--- config.mk ---
export PLATFORM = sky130hd
export DESIGN_NAME = multiset_bag_table_flat
export DESIGN_NICKNAME = d
export VERILOG_FILES = /design/src/design/mbt_pkg.sv /design/src/design/mbt_if.sv /design/src/design/multiset_bag_table.sv /design/src/design/mbt_ram.sv /design/src/design/mbt_seq.sv /design/src/flat_wrapper.sv
export SDC_FILE = /design/constraint.sdc
export NUM_CORES = 1
export LEC_CHECK = 0
export BUFFER_PORTS_ARGS = -buffer_cell sky130_fd_sc_hd__buf_4
export CELL_PAD_IN_SITES_DETAIL_PLACEMENT = 1
export CELL_PAD_IN_SITES_GLOBAL_PLACEMENT = 1
export CORE_ASPECT_RATIO = 0.6
export CORE_MARGIN = 1
export CORE_UTILIZATION = 52
export CTS_CLUSTER_SIZE = 8
export DETAILED_ROUTE_END_ITERATION = 6
export PLACE_DENSITY_LB_ADDON = 0.08
export RECOVER_POWER = 25
export SLEW_MARGIN = 25
export SYNTH_ARGS = -nofsm -noshare
export SYNTH_HDL_FRONTEND = slang
export SYNTH_HIERARCHICAL = 1
export SYNTH_SLANG_ARGS = --single-unit
--- constraint.sdc ---
create_clock -name clk -period 9.75 [get_ports clk]
set_clock_uncertainty 0.1 [all_clocks]
set_input_delay 1.95 -clock clk [delete_from_list [all_inputs] [get_ports clk]]
set_output_delay 1.95 -clock clk [all_outputs]
set_load 0.02 [all_outputs]
--- src/design/mbt_pkg.sv ---
// shared constants, command codes, result type and helpers for the bag table
`default_nettype none

package mbt_pkg;

  // table geometry
  localparam int CAPACITY   = 16;
  localparam int ITEM_WIDTH = 32;
  localparam int IDX_W      = (CAPACITY > 1) ? $clog2(CAPACITY) : 1;
  localparam int CNT_W      = $clog2(CAPACITY + 1);

  // fixed port field widths
  localparam int CMD_W     = 3;
  localparam int IN_ITEM_W = 32;
  localparam int OUT_VAL_W = 32;
  localparam int TOT_W     = 5;

  // command codes
  localparam logic [CMD_W-1:0] CMD_ADD    = 3'd0;
  localparam logic [CMD_W-1:0] CMD_REMOVE = 3'd1;
  localparam logic [CMD_W-1:0] CMD_COUNT  = 3'd2;
  localparam logic [CMD_W-1:0] CMD_LIST   = 3'd3;
  localparam logic [CMD_W-1:0] CMD_CLEAR  = 3'd4;

  // one result beat
  typedef struct packed {
    logic                 ok;
    logic [TOT_W-1:0]     match_count;
    logic [TOT_W-1:0]     entry_total;
    logic [OUT_VAL_W-1:0] entry_value;
    logic                 entry_valid;
    logic                 last;
  } mbt_res_t;

  // saturating narrow of a count onto the five-bit result fields
  function automatic logic [TOT_W-1:0] sat_tot(input logic [CNT_W-1:0] v);
    logic [TOT_W-1:0] r;
    if (int'(v) > 31) begin
      r = 5'd31;
    end else begin
      r = TOT_W'(v);
    end
    return r;
  endfunction

endpackage

`default_nettype wire

--- src/design/mbt_if.sv ---
// request and result channel interfaces of the bag table
`default_nettype none

interface mbt_req_if import mbt_pkg::*; ();
  logic                 valid;
  logic                 ready;
  logic [CMD_W-1:0]     cmd;
  logic [IN_ITEM_W-1:0] item_value;

  modport source (output valid, cmd, item_value, input ready);
  modport sink (input valid, cmd, item_value, output ready);
endinterface

interface mbt_rsp_if import mbt_pkg::*; ();
  logic                 valid;
  logic                 ready;
  logic                 ok;
  logic [TOT_W-1:0]     match_count;
  logic [TOT_W-1:0]     entry_total;
  logic [OUT_VAL_W-1:0] entry_value;
  logic                 entry_valid;
  logic                 last;

  modport source (output valid, ok, match_count, entry_total, entry_value, entry_valid,
                  last, input ready);
  modport sink (input valid, ok, match_count, entry_total, entry_value, entry_valid,
                last, output ready);
endinterface

`default_nettype wire

--- src/design/multiset_bag_table.sv ---
// top level of the bounded multiset table with its result output register
//
//  channel | dir | beat contents
//  req     | in  | cmd, item_value
//  rsp     | out | ok, match_count, entry_total, entry_value, entry_valid, last
//
// add, clear and unknown commands go from accept straight to the emit step.
// remove and count scan the entry memory newest first through its single read
// port; list reads each entry through its list and data steps, newest first.
// rst clears the entry count but never the entry memory itself.
// a new command is taken while the last result waits in the output register;
// a stalled result holds the sequencer in its emit step.
`default_nettype none

module multiset_bag_table import mbt_pkg::*; (
  input  wire logic clk,
  input  wire logic rst,
  mbt_req_if.sink   req,
  mbt_rsp_if.source rsp
);

  mbt_res_t res;
  mbt_res_t res_q;
  logic     emit;
  logic     room;
  logic     out_valid;

  mbt_seq u_seq (
    .clk  (clk),
    .rst  (rst),
    .req  (req),
    .res  (res),
    .emit (emit),
    .room (room)
  );

  // output register parts the sequencer from the result consumer
  assign room = !out_valid || rsp.ready;

  always_ff @(posedge clk) begin
    if (rst) begin
      out_valid <= 1'b0;
    end else if (emit && room) begin
      out_valid <= 1'b1;
    end else if (rsp.ready) begin
      out_valid <= 1'b0;
    end
  end

  always_ff @(posedge clk) begin
    if (emit && room) begin
      res_q <= res;
    end
  end

  assign rsp.valid       = out_valid;
  assign rsp.ok          = res_q.ok;
  assign rsp.match_count = res_q.match_count;
  assign rsp.entry_total = res_q.entry_total;
  assign rsp.entry_value = res_q.entry_value;
  assign rsp.entry_valid = res_q.entry_valid;
  assign rsp.last        = res_q.last;

endmodule

`default_nettype wire

--- src/design/mbt_ram.sv ---
// generic single-write, single-read synchronous ram with registered read data
`default_nettype none

module mbt_ram #(
  parameter int DEPTH = 16,
  parameter int WIDTH = 32,
  parameter int AW    = 4
) (
  input  wire logic             clk,
  input  wire logic             wr_en,
  input  wire logic [AW-1:0]    wr_addr,
  input  wire logic [WIDTH-1:0] wr_data,
  input  wire logic [AW-1:0]    rd_addr,
  output logic      [WIDTH-1:0] rd_data
);

  logic [WIDTH-1:0] mem [DEPTH];

  // write port
  always_ff @(posedge clk) begin
    if (wr_en) begin
      mem[wr_addr] <= wr_data;
    end
  end

  // read port, registered read data
  always_ff @(posedge clk) begin
    rd_data <= mem[rd_addr];
  end

endmodule

`default_nettype wire

--- src/design/mbt_seq.sv ---
// command sequencer: scans, lists and updates the entry memory
`default_nettype none

module mbt_seq import mbt_pkg::*; (
  input  wire logic clk,
  input  wire logic rst,
  mbt_req_if.sink   req,
  output mbt_res_t  res,
  output logic      emit,
  input  wire logic room
);

  typedef enum logic [2:0] {IDLE, SCAN, LIST, LDATA, EMIT} state_t;

  state_t                 state;
  logic [CMD_W-1:0]       cmd_r;
  logic [ITEM_WIDTH-1:0]  item_r;
  logic [CNT_W-1:0]       count;
  logic [CNT_W-1:0]       idx;
  logic [CNT_W-1:0]       idx_dec;
  logic [CNT_W-1:0]       match_cnt;
  logic                   chk;
  logic                   first;
  logic [IDX_W-1:0]       chk_idx;
  logic [ITEM_WIDTH-1:0]  newest_r;
  logic                   ok_r;
  logic [OUT_VAL_W-1:0]   value_r;
  logic                   valid_r;
  logic                   last_r;

  logic                   wr_en;
  logic [IDX_W-1:0]       wr_addr;
  logic [ITEM_WIDTH-1:0]  wr_data;
  logic [IDX_W-1:0]       rd_addr;
  logic [ITEM_WIDTH-1:0]  rd_data;
  logic                   hit;
  logic                   has_room;

  // entry store
  mbt_ram #(
    .DEPTH (CAPACITY),
    .WIDTH (ITEM_WIDTH),
    .AW    (IDX_W)
  ) u_ram (
    .clk     (clk),
    .wr_en   (wr_en),
    .wr_addr (wr_addr),
    .wr_data (wr_data),
    .rd_addr (rd_addr),
    .rd_data (rd_data)
  );

  // read pointer walks from newest towards oldest
  assign idx_dec  = idx - CNT_W'(1);
  assign rd_addr  = idx_dec[IDX_W-1:0];
  assign hit      = chk && (rd_data == item_r);
  assign has_room = count < CNT_W'(CAPACITY);

  assign req.ready = (state == IDLE);

  // write port: add appends, remove moves the newest entry into the hole
  always_comb begin
    wr_en   = 1'b0;
    wr_addr = count[IDX_W-1:0];
    wr_data = ITEM_WIDTH'(req.item_value);
    if (state == IDLE && req.valid && req.cmd == CMD_ADD && has_room) begin
      wr_en = 1'b1;
    end else if (state == SCAN && cmd_r == CMD_REMOVE && hit) begin
      wr_en   = 1'b1;
      wr_addr = chk_idx;
      wr_data = first ? rd_data : newest_r;
    end
  end

  // result beat towards the output register
  assign emit            = (state == EMIT);
  assign res.ok          = ok_r;
  assign res.match_count = sat_tot(match_cnt);
  assign res.entry_total = sat_tot(count);
  assign res.entry_value = value_r;
  assign res.entry_valid = valid_r;
  assign res.last        = last_r;

  // state, count and registered result fields
  always_ff @(posedge clk) begin
    if (rst) begin
      state <= IDLE;
      count <= '0;
      chk   <= 1'b0;
      first <= 1'b0;
    end else begin
      unique case (state)
        IDLE: begin
          if (req.valid) begin
            cmd_r     <= req.cmd;
            item_r    <= ITEM_WIDTH'(req.item_value);
            match_cnt <= '0;
            value_r   <= '0;
            valid_r   <= 1'b0;
            last_r    <= 1'b1;
            idx       <= count;
            chk       <= 1'b0;
            first     <= 1'b1;
            unique case (req.cmd) inside
              CMD_ADD: begin
                ok_r  <= has_room;
                if (has_room) begin
                  count <= count + CNT_W'(1);
                end
                state <= EMIT;
              end
              CMD_REMOVE, CMD_COUNT: begin
                ok_r  <= 1'b0;
                state <= SCAN;
              end
              CMD_LIST: begin
                ok_r  <= 1'b1;
                state <= (count == '0) ? EMIT : LIST;
              end
              CMD_CLEAR: begin
                ok_r  <= 1'b1;
                count <= '0;
                state <= EMIT;
              end
              default: begin
                ok_r  <= 1'b0;
                state <= EMIT;
              end
            endcase
          end
        end
        SCAN: begin
          // issue the next read while checking the one in flight
          chk     <= (idx != '0);
          chk_idx <= rd_addr;
          if (idx != '0) begin
            idx <= idx_dec;
          end
          if (chk) begin
            first <= 1'b0;
            if (first) begin
              newest_r <= rd_data;
            end
          end
          if (hit) begin
            ok_r <= 1'b1;
            if (cmd_r == CMD_REMOVE) begin
              count <= count - CNT_W'(1);
              state <= EMIT;
            end else begin
              match_cnt <= match_cnt + CNT_W'(1);
            end
          end
          if (!chk && idx == '0) begin
            state <= EMIT;
          end
        end
        LIST: begin
          state <= LDATA;
        end
        LDATA: begin
          value_r <= OUT_VAL_W'(rd_data);
          valid_r <= 1'b1;
          last_r  <= (idx == CNT_W'(1));
          idx     <= idx_dec;
          state   <= EMIT;
        end
        EMIT: begin
          if (room) begin
            state <= (cmd_r == CMD_LIST && !last_r) ? LIST : IDLE;
          end
        end
        default: begin
          state <= IDLE;
        end
      endcase
    end
  end

endmodule

`default_nettype wire

--- src/flat_wrapper.sv ---
// flat-port wrapper written by rule: the top's interface ports become plain ports
module multiset_bag_table_flat import mbt_pkg::*;
  (clk, rst, req_valid, req_cmd, req_item_value, req_ready, rsp_valid, rsp_ok, rsp_match_count, rsp_entry_total, rsp_entry_value, rsp_entry_valid, rsp_last, rsp_ready);
  mbt_req_if req_i ();
  mbt_rsp_if rsp_i ();
  input  wire logic clk;
  input  wire logic rst;
  input wire logic [$bits(req_i.valid)-1:0] req_valid;
  input wire logic [$bits(req_i.cmd)-1:0] req_cmd;
  input wire logic [$bits(req_i.item_value)-1:0] req_item_value;
  output wire logic [$bits(req_i.ready)-1:0] req_ready;
  output wire logic [$bits(rsp_i.valid)-1:0] rsp_valid;
  output wire logic [$bits(rsp_i.ok)-1:0] rsp_ok;
  output wire logic [$bits(rsp_i.match_count)-1:0] rsp_match_count;
  output wire logic [$bits(rsp_i.entry_total)-1:0] rsp_entry_total;
  output wire logic [$bits(rsp_i.entry_value)-1:0] rsp_entry_value;
  output wire logic [$bits(rsp_i.entry_valid)-1:0] rsp_entry_valid;
  output wire logic [$bits(rsp_i.last)-1:0] rsp_last;
  input wire logic [$bits(rsp_i.ready)-1:0] rsp_ready;
  assign req_i.valid = req_valid;
  assign req_i.cmd = req_cmd;
  assign req_i.item_value = req_item_value;
  assign req_ready = req_i.ready;
  assign rsp_valid = rsp_i.valid;
  assign rsp_ok = rsp_i.ok;
  assign rsp_match_count = rsp_i.match_count;
  assign rsp_entry_total = rsp_i.entry_total;
  assign rsp_entry_value = rsp_i.entry_value;
  assign rsp_entry_valid = rsp_i.entry_valid;
  assign rsp_last = rsp_i.last;
  assign rsp_i.ready = rsp_ready;
  multiset_bag_table u_core (.clk(clk), .rst(rst), .req(req_i), .rsp(rsp_i));
endmodule
==> results of run 1 <==
-- worst min-delay path by stage --
stage | endpoint | cells after the start | startpoint
floorplan | u_core/rsp.entry_value[0] | 0 | u_core/u_seq/value_r[0]
global placement | u_core/rsp.entry_value[28] | 0 | u_core/u_seq/value_r[28]
detailed placement | u_core/rsp.entry_value[9] | 0 | u_core/u_seq/value_r[9]
CTS | u_core/rsp.entry_value[10] | 0 | u_core/u_seq/value_r[10]
global route | u_core/rsp.entry_value[9] | 0 | u_core/u_seq/value_r[9]
finish | u_core/rsp.entry_value[3] | 0 | u_core/u_seq/value_r[3]
-- routing by layer --
metal  global-route usage [%]  up-vias
li1                         -     5879
met1                     41.8     7625
met2                     40.0      580
met3                     6.59       87
met4                     6.19        4
met5                        0        -
-- critical path, stage by stage, from the launching register on --
cell and delay [ns]:
edfxtp_1 0.51, inv_8 0.49, ha_1 0.28, clkinvlp_2 2.40
buf_4 1.33, mux4_2 0.42, a22oi_1 0.48, nand2_1 0.13
-- stage by stage --
| step | setup slack, ns | utilization (%) | power (mW) |
|---|---|---|---|
| floorplan | 3.94 | - | 4.24 |
| global placement | 4.75 | 56.2 | 4.66 |
| detailed placement | 4.63 | 56.6 | 4.68 |
| CTS | 4.54 | 62.2 | 7.86 |
| global route | 2.84 | 61.7 | 8.05 |
| finish | 3.32 | 61.7 | 7.82 |
-- power breakdown --
group / internal [mW] / switching (mW)
logic: 0.353 / 0.642
clock network: 1.93 / 1.25
registers: 3.53 / 0.123
total: 5.80 / 2.02
-- kinds of logic after synthesis --
| logic type | Yosys count | synth area share (%) |
|---|---|---|
| AOI/OAI and AO/OA | 110 | 2.86 |
| adders and majority gates | 7 | 0.320 |
| xor gates and xnor gates | 31 | 0.992 |
| muxes | 193 | 13.2 |
| and+or+nand+nor | 224 | 4.27 |
| DFF | 716 | 77.0 |
| buffers and inverters | 85 | 1.39 |
-- registers in the layout, indices dropped and copies added, names as in the netlist, 3 cells and up --
| name | cells |
|---|---|
| u_core/u_seq/match_cnt | 5 |
| u_core/u_seq/chk_idx | 4 |
| u_core/u_seq/cmd_r | 3 |
| u_core/rsp.match_count | 5 |
| u_core/u_seq/item_r | 32 |
| u_core/u_seq/state | 3 |
| u_core/u_seq/u_ram/mem | 512 |
| u_core/u_seq/count | 5 |
| u_core/u_seq/u_ram/rd_data | 32 |
| u_core/u_seq/value_r | 32 |
| u_core/u_seq/newest_r | 32 |
| u_core/rsp.entry_value | 32 |
| u_core/u_seq/idx | 5 |
| u_core/rsp.entry_total | 5 |
-- placed cells by master, fill, tap and decap left out, types with 9 or more instances in the layout --
cell	count
o21ai_0	11
mux2_2	45
mux2_1	19
nor2b_1	11
xor2_1	25
dfxtp_1	43
mux4_2	128
buf_4	31
clkbuf_16	100
edfxtp_1	673
nor3_1	9
inv_1	13
nor2_1	23
nand3_1	11
nand2_1	66
nor2_4	13
clkbuf_1	132
a22oi_1	65
nor4_1	14
and3_1	30
-- area by class of cell --
class | count | area (um2) | share of cell area (%)
Sequential cell | 716 | 21100 | 66.4
Timing Repair Buffer | 118 | 796 | 2.51
Multi-Input combinational cell | 565 | 6080 | 19.2
Clock buffer | 162 | 2740 | 8.61
Tap cell | 693 | 867 | 2.73
Inverter | 15 | 65.1 | 0.205
Clock inverter | 7 | 136 | 0.429
==> results by group, run 1 <==
Clocking
  • Post-CTS Setup Bufs: 0
  • Post-CTS sizing: 0
  • Clk_lat worst skew: between 0.6 and 0.7 ns
  • CTS Hold Bufs: 0
  • # H-tree levels: 3
  • CTS tree: yes
  • CTS max path bufs: 3
  • CTS buffer count: ~100
  • Root buf cell: clkbuf_16
  • # clock sinks: around 720
  • Worst-path clk slew: around 0.05 ns

Setup path
  • Worst Reg-to-Reg Cells: 7
  • Req. time, crit path: roughly 10 ns
  • Crit path to: u_core/u_seq/u_ram/rd_data[1]
  • Reg-to-reg critical path startpoint: u_core/u_seq/idx[0]
  • WS Path Type: register to register
  • Reg2reg end: u_core/u_seq/u_ram/rd_data[1]
  • Critical path peak fanout: between 60 and 70
  • Worst setup startpoint: u_core/u_seq/idx[0]
  • CP Capture Type: register
  • CP Launch Type: register
  • CP arrival: 6.81 ns
  • R2R Setup Slk: 3.32 ns

Pwr
  • Cell Pwr Density: roughly 250 nW/um2
  • Leakage power: 10.3 nW
  • Maximum VDD drop: 0.200 mV

Placed design
  • Gpl congestion: about 0.83
  • Placed Cells: 2,107
  • Placed cell area: between 20,000 and 30,000 um2
  • Hpwl dp: roughly 44 mm
  • IO Port Bufs: 85

Routing
  • Routed WL per cell: approximately 32 um
  • Met3 wire len: 5.71 mm
  • WL met2: 32.2 mm
  • DR pass1 iterations: 5
  • Top Layer Used: met5
  • Starting DRT DRC Count: 1,469
  • M1 WL: about 33 mm
  • Via-to-Cell Ratio: 6.23
  • # DRC: 0
  • Post-route ant nets: 0
  • Vias: 14,200
  • Final wirelength: ~72 mm

Synth
  • Synth area leaders: edfxtp_1, mux4_2, dfxtp_1, mux2_2, a22oi_1
  • FFs w/ async S/R, synth: 0%
  • Number of synthesized flops with an enable pin: 673
  • Post-Syn Area: 27,400 um2
  • Gate count of the mapped netlist: between 1,000 and 1,500
  • Syn Area/Cell: 20.0 um2
  • Top cells by count, synth: edfxtp_1, mux4_2, nand2_1
  • Net Count, Synth: around 1,400
  • Netlist cell types: between 50 and 60
  • Cell taking the most area after synthesis: edfxtp_1
  • Most common cell in the synthesized netlist: edfxtp_1
  • Synth Register Bits: between 700 and 800
  • Primary FF master, synth: edfxtp_1
  • Yosys warns: 6
  • Sequential area share after synthesis: 77.0%
  • Share of Yosys cell area claimed by the top area cell type: between 70% and 80%

Final layout
  • Area grow syn2layout: 16.0%
  • # fillers: ~4,300
  • Share of layout cells above drive strength 1: between 20% and 30%
  • Antenna cells: 0
  • Layout Cells excl Fill: 2,276
  • Nets@finish: between 1,500 and 2,000
  • Final Instance Area: 31,800 um2

Die
  • Core Area: between 50,000 and 60,000 um2
  • Die height: 180 um
  • Die ar.: roughly 54,000 um2
  • # IOs: between 80 and 90
  • Die Wd: approximately 300 um
  • Rows: 64
  • Initial Utilization: 53.2%

STA
  • Tcrit/Tclk final: about two thirds
  • Hold WS: 0.312 ns
  • Final hold vios: 0
  • Final setup violation count: 0
  • Final slew viol count: about 310
  • RSZ-0062 raised after global routing: no
  • Achievable Freq: 155 MHz
  • Setup TNS: 0 ns
  • Fin crit period: roughly 6.4 ns
  • Worst slew pin tran: 3.70 ns
  • Max_slew headroom: -147%

Outcome
  • Outcome: complete, but fails checks
  • Failing checks: capacitance limit, slew limit

Global route
  • Overflow after GRT: 0
  • Vias in the first global route: between 10,000 and 15,000
  • Initial antenna violation count: 2
  • First-pass GRT wire length: 104 mm
  • Pin count of the biggest net entering global routing: ~70
  • GRT Total Usage: a little over a quarter

Run
  • Max Cap Violations: 8

Min path
  • Hold crit path type: register to register
Power figures use the tool's default switching activity.
==> run 2: changes to the inputs <==
clock period = 6.2 ns   (was 9.75 ns; I/O delays follow)
==> run 2 against run 1 <==
The run still ends with capacitance limit, slew limit left. Sequential share of layout area grew 0.19 points. Core utilization shrank 0.17 points. Via count grew 0.47%. Register-to-register slack lost 2.6 ns. Highest routed layer is now met4.
==> results by group, run 2 (same netlist as run 1, synthesis figures left out) <==
Outcome
  • Outcome: complete, but fails checks (unchanged)
  • Failing checks: capacitance limit, slew limit (unchanged)

Clocking
  • Post-CTS sizing: 0 (unchanged)
  • Post-CTS Setup Bufs: 0 (unchanged)
  • Worst-path clk slew: 0.05 ns (about the same)
  • CTS max path bufs: 3 (unchanged)
  • Root buf cell: clkbuf_16 (unchanged)
  • CTS Hold Bufs: 0 (unchanged)
  • # clock sinks: 716 (unchanged)
  • Clk_lat worst skew: 0.64 ns (was 0.63 ns)
  • CTS buffer count: 99 (unchanged)
  • CTS tree: yes (unchanged)
  • # H-tree levels: 3 (unchanged)

Setup path
  • Critical path's largest stage delay: 1.47 ns (was 2.40 ns)
  • Reg-to-reg critical path startpoint: u_core/u_seq/state[1] (was u_core/u_seq/idx[0])
  • R2R Setup Slk: 0.70 ns (was 3.32 ns)
  • CP arrival: 5.60 ns (was 6.81 ns)
  • CP most frequent cell: clkbuf_1
  • CP Launch Type: register (unchanged)
  • Critical path peak fanout: 40 (was 68)
  • Reg2reg end: u_core/u_seq/item_r[17] (was u_core/u_seq/u_ram/rd_data[1])
  • Slowest stage cell, crit path: clkbuf_1 (was clkinvlp_2)
  • Crit-path cells: clkbuf_1 -> nor3_1 -> nand2_1 -> nor2_1 -> clkbuf_1 (was inv_8 -> ha_1 -> clkinvlp_2 -> buf_4 -> mux4_2 -> a22oi_1 -> nand2_1)
  • Req. time, crit path: 6.30 ns (was 10.12 ns)
  • WS Path Type: register to register (unchanged)
  • Worst Reg-to-Reg Cells: 5 (was 7)
  • CP Capture Type: register (unchanged)

Final layout
  • Biggest register: u_core/u_seq/u_ram/mem (unchanged)
  • Share of layout cells above drive strength 1: 21.6% (was 22.8%)
  • Layout Cells excl Fill: 2,293 (was 2,276)
  • Final Instance Area: 31,700 um2 (was 31,800 um2)
  • Leading cell type in the layout, fill and taps excluded: edfxtp_1 (unchanged)
  • Finished Core Util: 61.5% (was 61.7%)
  • Commonest cells after routing, fill and taps aside: edfxtp_1, clkbuf_1, mux4_2 (unchanged)
  • Area grow syn2layout: 15.7% (was 16.0%)
  • Nets@finish: 1,564 (was 1,561)
  • Largest register FFs: 512 (unchanged)

Global route
  • Pin count of the biggest net entering global routing: 63 (was 69)
  • Overflow after GRT: 0 (unchanged)
  • Initial antenna violation count: 1 (was 2)
  • First-pass GRT wire length: 104 mm (about the same)
  • GRT Total Usage: 27.0% (was 27.3%)
  • Vias in the first global route: 14,900 (was 14,700)

Min path
  • HP Start: u_core/u_seq/value_r[2] (was u_core/u_seq/value_r[3])
  • Hold Crit Depth: 0 (unchanged)
  • Hold crit path type: register to register (unchanged)
  • Endpoint, Worst Hold: u_core/rsp.entry_value[2] (was u_core/rsp.entry_value[3])

Routing
  • Starting DRT DRC Count: 1,513 (was 1,469)
  • DR pass1 iterations: 5 (unchanged)
  • Vias: 14,200 (about the same)
  • Routed WL per cell: 31.1 um (was 31.6 um)
  • # DRC: 0 (unchanged)
  • Post-route ant nets: 0 (unchanged)
  • Via-to-Cell Ratio: 6.21 (was 6.23)
  • Final wirelength: 71.2 mm (was 71.8 mm)

STA
  • Achievable Freq: 182 MHz (was 155 MHz)
  • Fin crit period: 5.50 ns (was 6.43 ns)
  • Final slew viol count: 198 (was 314)
  • Setup slack after layout: 0.705 ns (was 3.32 ns)
  • Hold WS: 0.314 ns (was 0.312 ns)
  • Final setup violation count: 0 (unchanged)
  • Tcrit/Tclk final: 88.6% (was 66.0%)
  • Setup TNS: 0 ns (unchanged)
  • RSZ-0062 raised after global routing: no (unchanged)
  • Final hold vios: 0 (unchanged)
  • Max_slew headroom: -147% (about the same)
  • Worst slew pin tran: 3.70 ns (about the same)

Placed design
  • Gpl congestion: 0.865 (was 0.833)
  • Placed Cells: 2,110 (was 2,107)
  • IO Port Bufs: 85 (unchanged)
  • Place WS: 1.35 ns (was 4.63 ns)
  • Hpwl dp: 43.5 mm (was 43.6 mm)
  • Placed cell area: 29,100 um2 (was 29,200 um2)

Run
  • Max Cap Violations: 6 (was 8)

Die
  • Initial Utilization: 53.2% (unchanged)
  • Core Area: 51,500 um2 (unchanged)
  • # IOs: 86 (unchanged)
  • Die Wd: 298 um (unchanged)
  • Die ar.: 53,600 um2 (unchanged)
  • Rows: 64 (unchanged)
  • Die height: 180 um (unchanged)

Pwr
  • Leakage power: 10.3 nW (about the same)
  • Cell Pwr Density: 389 nW/um2 (was 246 nW/um2)
  • Maximum VDD drop: 0.236 mV (was 0.200 mV)
  • Design Power: 12.3 mW (was 7.82 mW)
-- run 2: changes by cell type in the layout (fill, tap and decap cells not counted), sizes merged --
cell | before | now
clkinv | 2 | 1
inv | 18 | 17
buf | 40 | 34
clkbuf | 240 | 264
diode | 0 | 1
-- run 2: power breakdown --
group / leakage, nW / internal [mW] / switching [mW]
Clock: 1.39 / 3.10 / 1.97
Sequential: 6.45 / 5.54 / 0.177
Combinational: 2.42 / 0.527 / 1.01
-- run 2: area by class of cell --
cell class | count | area [um2]
sequential | 716 | 21100
antenna | 1 | 2.50
inverter | 15 | 65.1
tap | 693 | 867
multi-input combinational | 565 | 6080
timing repair buffer | 121 | 658
clock buffer | 177 | 2830
fill | 4332 | 19800
clock inverter | 5 | 83.8
-- run 2: worst max-delay path by stage --
| stage | endpoint | cells after the start | start |
|---|---|---|---|
| after floorplan | u_core/u_seq/u_ram/mem[0][0] | 9 | u_core/u_seq/item_r[15] |
| after global placement | u_core/u_seq/u_ram/mem[1][22] | 9 | u_core/u_seq/state[0] |
| after detailed placement | u_core/u_seq/u_ram/mem[5][10] | 10 | u_core/u_seq/state[0] |
| after CTS | u_core/u_seq/u_ram/mem[5][15] | 10 | u_core/u_seq/state[0] |
| after global routing | u_core/u_seq/item_r[17] | 5 | u_core/u_seq/state[1] |
| final | u_core/u_seq/item_r[17] | 5 | u_core/u_seq/state[1] |
-- run 2: worst max-delay path, delay by kind of cell (launching register included) --
family,cells,cell delay (ns)
simple gates,3,2.18
buf+inv,2,2.42
flops,1,0.32
-- run 2: metal layers --
layer,global-route usage [%],share of wire (%)
met1,40.9,45
met2,41.7,47
met3,4.11,6.2
met4,6.73,1.8
met5,0,0
